**config.mk**
```make
export PLATFORM = sky130hd
export DESIGN_NAME = hsd_cfg
export DESIGN_NICKNAME = d
export VERILOG_FILES = /design/src/sv/hsd_pkg.sv /design/src/sv/hsd_cfg.sv
export SDC_FILE = /design/constraint.sdc
export NUM_CORES = 1
export LEC_CHECK = 0
export BUFFER_PORTS_ARGS = -buffer_cell sky130_fd_sc_hd__buf_2
export CORE_MARGIN = 5
export CORE_UTILIZATION = 40
export DETAILED_ROUTE_END_ITERATION = 8
export PLACE_DENSITY_LB_ADDON = 0.3
export REMOVE_ABC_BUFFERS = 1
export SYNTH_ARGS = -nofsm -noshare
export SYNTH_HDL_FRONTEND = slang
export SYNTH_SLANG_ARGS = --single-unit
```
**constraint.sdc**
```tcl
create_clock -name clk_i -period 1.6 [get_ports clk_i]
set_clock_uncertainty 0.2 [all_clocks]
set_input_delay 0.32 -clock clk_i [delete_from_list [all_inputs] [get_ports clk_i]]
set_output_delay 0.32 -clock clk_i [all_outputs]
set_load 0.02 [all_outputs]
```
**src/sv/hsd_pkg.sv**
```systemverilog
// Shared types and constants for the hue/saturation delta table.
package hsd_pkg;

  localparam int unsigned CNT_W   = 8;
  localparam int unsigned WORD_W  = 32;
  localparam int unsigned LIN_W   = 16;  // lum*hue_divs + hue
  localparam int unsigned OFF_W   = 24;  // full linear offset
  localparam int unsigned PADDR_W = 4;
  localparam int unsigned PDATA_W = 32;

  localparam logic [WORD_W-1:0] ONE_BITS  = 32'h3F80_0000;
  localparam logic [WORD_W-1:0] ZERO_BITS = 32'h0000_0000;

  localparam logic CMD_READ  = 1'b0;
  localparam logic CMD_WRITE = 1'b1;

  // register index = paddr[3:2]
  localparam logic [1:0] REG_HUE_DIVS = 2'd0;
  localparam logic [1:0] REG_SAT_DIVS = 2'd1;
  localparam logic [1:0] REG_VAL_DIVS = 2'd2;

  localparam logic [CNT_W-1:0] VAL_DIVS_RST = 8'd1;

  typedef struct packed {
    logic              command;
    logic [CNT_W-1:0]  hue_index;
    logic [CNT_W-1:0]  sat_index;
    logic [CNT_W-1:0]  lum_index;
    logic [WORD_W-1:0] in_hue_shift;
    logic [WORD_W-1:0] in_sat_scale;
    logic [WORD_W-1:0] in_val_scale;
  } in_item_t;

  typedef struct packed {
    logic [WORD_W-1:0] out_hue_shift;
    logic [WORD_W-1:0] out_sat_scale;
    logic [WORD_W-1:0] out_val_scale;
    logic              hit;
  } out_item_t;

  typedef struct packed {
    logic [WORD_W-1:0] hue_shift;
    logic [WORD_W-1:0] sat_scale;
    logic [WORD_W-1:0] val_scale;
  } entry_t;

  typedef struct packed {
    logic [CNT_W-1:0] hue_divs;
    logic [CNT_W-1:0] sat_divs;
    logic [CNT_W-1:0] val_divs;
  } cfg_t;

endpackage

```
**src/sv/hsd_cfg.sv**
```systemverilog
// APB-style configuration registers: hue, saturation and value counts.
module hsd_cfg (
  input  logic                        clk_i,
  input  logic                        rst_ni,
  input  logic                        psel_i,
  input  logic                        penable_i,
  input  logic                        pwrite_i,
  input  logic [hsd_pkg::PADDR_W-1:0] paddr_i,
  input  logic [hsd_pkg::PDATA_W-1:0] pwdata_i,
  output logic [hsd_pkg::PDATA_W-1:0] prdata_o,
  output hsd_pkg::cfg_t               cfg_o
);

  hsd_pkg::cfg_t cfg_q, cfg_d;
  logic [1:0]    reg_idx;
  logic          wr_en;

  assign reg_idx = paddr_i[3:2];
  assign wr_en   = psel_i && penable_i && pwrite_i;

  always_comb begin
    cfg_d = cfg_q;
    if (wr_en) begin
      case (reg_idx)
        hsd_pkg::REG_HUE_DIVS: cfg_d.hue_divs = pwdata_i[hsd_pkg::CNT_W-1:0];
        hsd_pkg::REG_SAT_DIVS: cfg_d.sat_divs = pwdata_i[hsd_pkg::CNT_W-1:0];
        hsd_pkg::REG_VAL_DIVS: cfg_d.val_divs = pwdata_i[hsd_pkg::CNT_W-1:0];
        default:               cfg_d = cfg_q;
      endcase
    end
  end

  always_ff @(posedge clk_i or negedge rst_ni) begin
    if (!rst_ni) begin
      cfg_q.hue_divs <= '0;
      cfg_q.sat_divs <= '0;
      cfg_q.val_divs <= hsd_pkg::VAL_DIVS_RST;
    end else begin
      cfg_q <= cfg_d;
    end
  end

  always_comb begin
    case (reg_idx)
      hsd_pkg::REG_HUE_DIVS: prdata_o = hsd_pkg::PDATA_W'(cfg_q.hue_divs);
      hsd_pkg::REG_SAT_DIVS: prdata_o = hsd_pkg::PDATA_W'(cfg_q.sat_divs);
      hsd_pkg::REG_VAL_DIVS: prdata_o = hsd_pkg::PDATA_W'(cfg_q.val_divs);
      default:               prdata_o = '0;
    endcase
  end

  assign cfg_o = cfg_q;

endmodule

```
Word level (Yosys, flattened, before mapping)
Index checks and enable logic that the tools add are counted.
Cells by class
  reduce and logical (&&, ||, !) cells: 6
  mux-type cells: 1
  equality and inequality tests: 2
Operators by type and width (number)
  8-bit case mux with 3 select lines: 1
  2-bit AND reduction: 3
  2-bit by 1-bit == test with 1-bit output, second input constant: 1
  2-bit == test, second input constant: 1
  1-bit logical AND: 2
  2-bit zero test: 1
Storage, ports and cells
  register bits: 24
  output and inout port bits: 56
  logic and storage cells: 12

Depth between registers and ports, before layout
  word-level depth: 3
  gate-level depth with buffers: 5

Worst setup path before layout
No wires, ideal clock.
  path type: input to output
  from: in paddr_i[3] (netlist name)
  to: out prdata_o[1] (netlist name)
  setup slack: -0.006 ns
  data arrival time: 1.086 ns
  stages: 5
  buffers on the path: 2
  required time: 1.080 ns
  cells stage by stage: buf_4 nor2b_1 clkbuf_1 nand2_1 o21ai_0
Between the ends
  longest elaborated chain between the ends: 2
  elaborated cells on any way between the ends: 4
  those cells by class: 2 x eq/ne; 1 x mux; 1 x reduce/logical
RTL lines
  start: declaration: line hsd_cfg.sv:8  | input logic [hsd_pkg::PADDR_W-1:0] paddr_i,
  2-bit == test, or another cell as far along: line hsd_cfg.sv:44  | case (reg_idx)
  8-bit case mux with 3 select lines *: line hsd_cfg.sv:44
  end: declaration: line hsd_cfg.sv:10  | output logic [hsd_pkg::PDATA_W-1:0] prdata_o,
Mark *: on every way between the ends. The rest lies on a longest branch, timed or not.

Final worst setup path
  from: reg cfg_q (netlist bit cfg_o[0])
  to: out prdata_o[0] (netlist name)
Between the ends
  longest elaborated chain between the ends: 1
RTL lines
  start: declaration: line hsd_cfg.sv:14  | hsd_pkg::cfg_t cfg_q, cfg_d;
  start signal: assignment: line hsd_cfg.sv:39  | cfg_q <= cfg_d;
  8-bit case mux with 3 select lines: line hsd_cfg.sv:44
Every way passes these cells.

==> results.ini <==
[run_status]
status=complete, but fails checks
violations=setup timing

[detailed_routing]
wl_met3_um=297
dr_wl_met2_mm=1.56
m1WireLength_mm=1.20
wl_per_cell_um=13.8
drc_errors=0
drt_iter0_drc=8
routed_wl_mm=3.10
postRouteAntennaNets=0
first_pass_iters=3
via_count=997
top_layer_used=met4
vias_per_cell=4.43

[power_and_ir_drop]
power.share.sequential_pct=40.5
power_density_mw_per_mm2=1180
vdd_drop_max_v=0.000715
switchingPower_w=0.000779
p_int_w=0.00129
power_frac_comb_pct=45.9
switching_share_pct=37.7
clock_power_share_pct=13.5
p_leak_nw=0.956

[timing]
post-route-min-period_ns=1.65
drv_slew=0
slew_headroom_pct=65.0
setup_violations=7
worst_hold_slack_ns=0.0501
fin_ws_ns=-0.0523
fin_crit_sh_pct=103
max_slew.worst_pin.slew_ns=0.524
hold_viol_final=0
max_freq_mhz=605
rsz0062_at_grt=true
tns_ns=-0.138

[clocking]
cts_root_buffer=clkbuf_4
h-tree-depth=1
cts_made_buffers=3
cts_tree=yes
clk_pin_slew_worst_paths_ns=0.13
clock_path_buffers=2
cts_sinks=24
clk_latency_ns=0.32

[setup_path]
path_cells=nand2_1 -> o21ai_1 -> buf_4
max_stage_delay_ns=0.55
crit_type=reg2out
critPathMaxFanout=2
cp.arrival_ns=1.13
required_ns=1.08
rrSetupSlack_ns=0.49
r2r_end=cfg_o[20]
reg2reg_depth=2
r2r_start=cfg_o[20]
worstSetupEndpointType=output pin
critPathSlowestCell=dfstp_2
start_kind=register

[place]
hpwl_mm=2.36
dp_cells=206
port_buffers=46
gp_congestion=0.721
dpl_cell_area_mm2=0.00159

[final_layout]
stdcell_count=225
final_area_mm2=0.00176
largest_reg_flops=24
drive_above_1_share_pct=59.1
syn2layout_area_growth_pct=32.7
layout.nets=223
diodes=0

[floorplanning]
fp-row-count=20
initial_core_util_pct=42.7
die-area_mm2=0.00456
fp.coreArea_mm2=0.00310
dieWidth_um=67.5
io_pins=97
die_y_um=67.5

[grt]
grt_overflow_total=0
grt_max_degree=25
antenna_found_initial=0
grt_use_total_pct=15.1
grt_pass1_wl_mm=5.09
grt_pass1_vias=1054

[yosys]
async_flop_share_pct=100
seq_area_frac_synth_pct=45.5
yosysMostFrequentCell=buf_4
synth_flop_cell=dfrtp_1
synthesis.area_mm2=0.00132
yosys.area.top_type=dfrtp_1
ys.warnings.count=0
synth_commonest_cells=buf_4 (25), dfrtp_1 (23), mux2_2 (16)
synth_cell_types=16
ys_seq_elements=24
synth_top_area_share_pct=43.5
synth_area_leaders=dfrtp_1 (43%), buf_4 (14%), mux2_2 (14%)
synth-edff-count=0
synth.avg_cell_area_um2=12.5
syn-instance-count=106

[min_path]
hold_depth=2
worstHoldStart=pwdata_i[5]
min_to=cfg_o[13]
min_path_type=in2reg

[job]
cap_violations=0

-- worst max path at each step --
stage,startpoint,to
after CTS,cfg_o[0],prdata_o[0]
after global placement,pwrite_i,cfg_o[14]
after floorplan,pwrite_i,cfg_o[10]
final,cfg_o[0],prdata_o[0]
after detailed placement,pwrite_i,cfg_o[11]
after global routing,cfg_o[0],prdata_o[0]
-- per-stage QoR --
step / utilization, % / total power [W] / worst slack, ns
floorplan: - / 0.00135 / -0.0636
global placement: 51.4 / 0.00163 / -0.0771
detailed placement: 51.4 / 0.00165 / -0.0990
CTS: 56.6 / 0.00209 / -0.0726
global route: 56.6 / 0.00219 / -0.128
finish: 56.6 / 0.00207 / -0.0523
-- kinds of logic after synthesis --
logic type | after synthesis | synth area share (%)
AOI/OAI and AO/OA | 8 | 3.02
buffers and inverters | 28 | 16.2
DFF | 24 | 45.5
muxes | 32 | 28.7
other | 1 | 0.283
and+or+nand+nor | 13 | 6.33
-- cell usage in the layout, fill, tap and decap left out, types with 3 or more instances in the layout --
master and count:
dfrtp_1 23, buf_4 34, o21ai_1 8, mux2_4 8, nand2_1 8, buf_2 40
clkbuf_4 3, conb_1 24, mux2_2 16, mux2i_1 8
-- final cells by class --
type	count	area [µm²]
multi-input combinational	77	597
fill	275	1350
tap	44	55.1
clock buffer	4	26.3
timing repair buffer	76	477
sequential	24	602
-- timing repair --
item,CTS,global route
hold endpoints to repair,23,0
hold buffers,1,0
gates resized for setup,16,0
endpoints found under the setup margin,8,9
pin swaps,3,3
setup buffers,14,0
-- power by group through the flow --
stage	clock network, W	registers [W]	logic [W]
global route	0.000311	0.000859	0.00102
finish	0.000279	0.000837	0.000949
CTS	0.000295	0.000835	0.000956
floorplan	0	0.00104	0.000313
detailed placement	0	0.000867	0.000783
global placement	0	0.000860	0.000768
-- metal layers --
layer  vias up  track usage (%)
li1        469                -
met1       476             17.9
met2        47             26.0
met3         5             3.16
met4         0             6.58
met5         -                0
-- worst max-delay path: cells and delay by family, from the launching register on --
family / cells / cell delay [ns]
buffers and inverters: 1 / 0.16
AOI/OAI and AO/OA: 1 / 0.07
and+or+nand+nor: 1 / 0.04
DFF: 1 / 0.55
(Power assumes the default switching activity.)
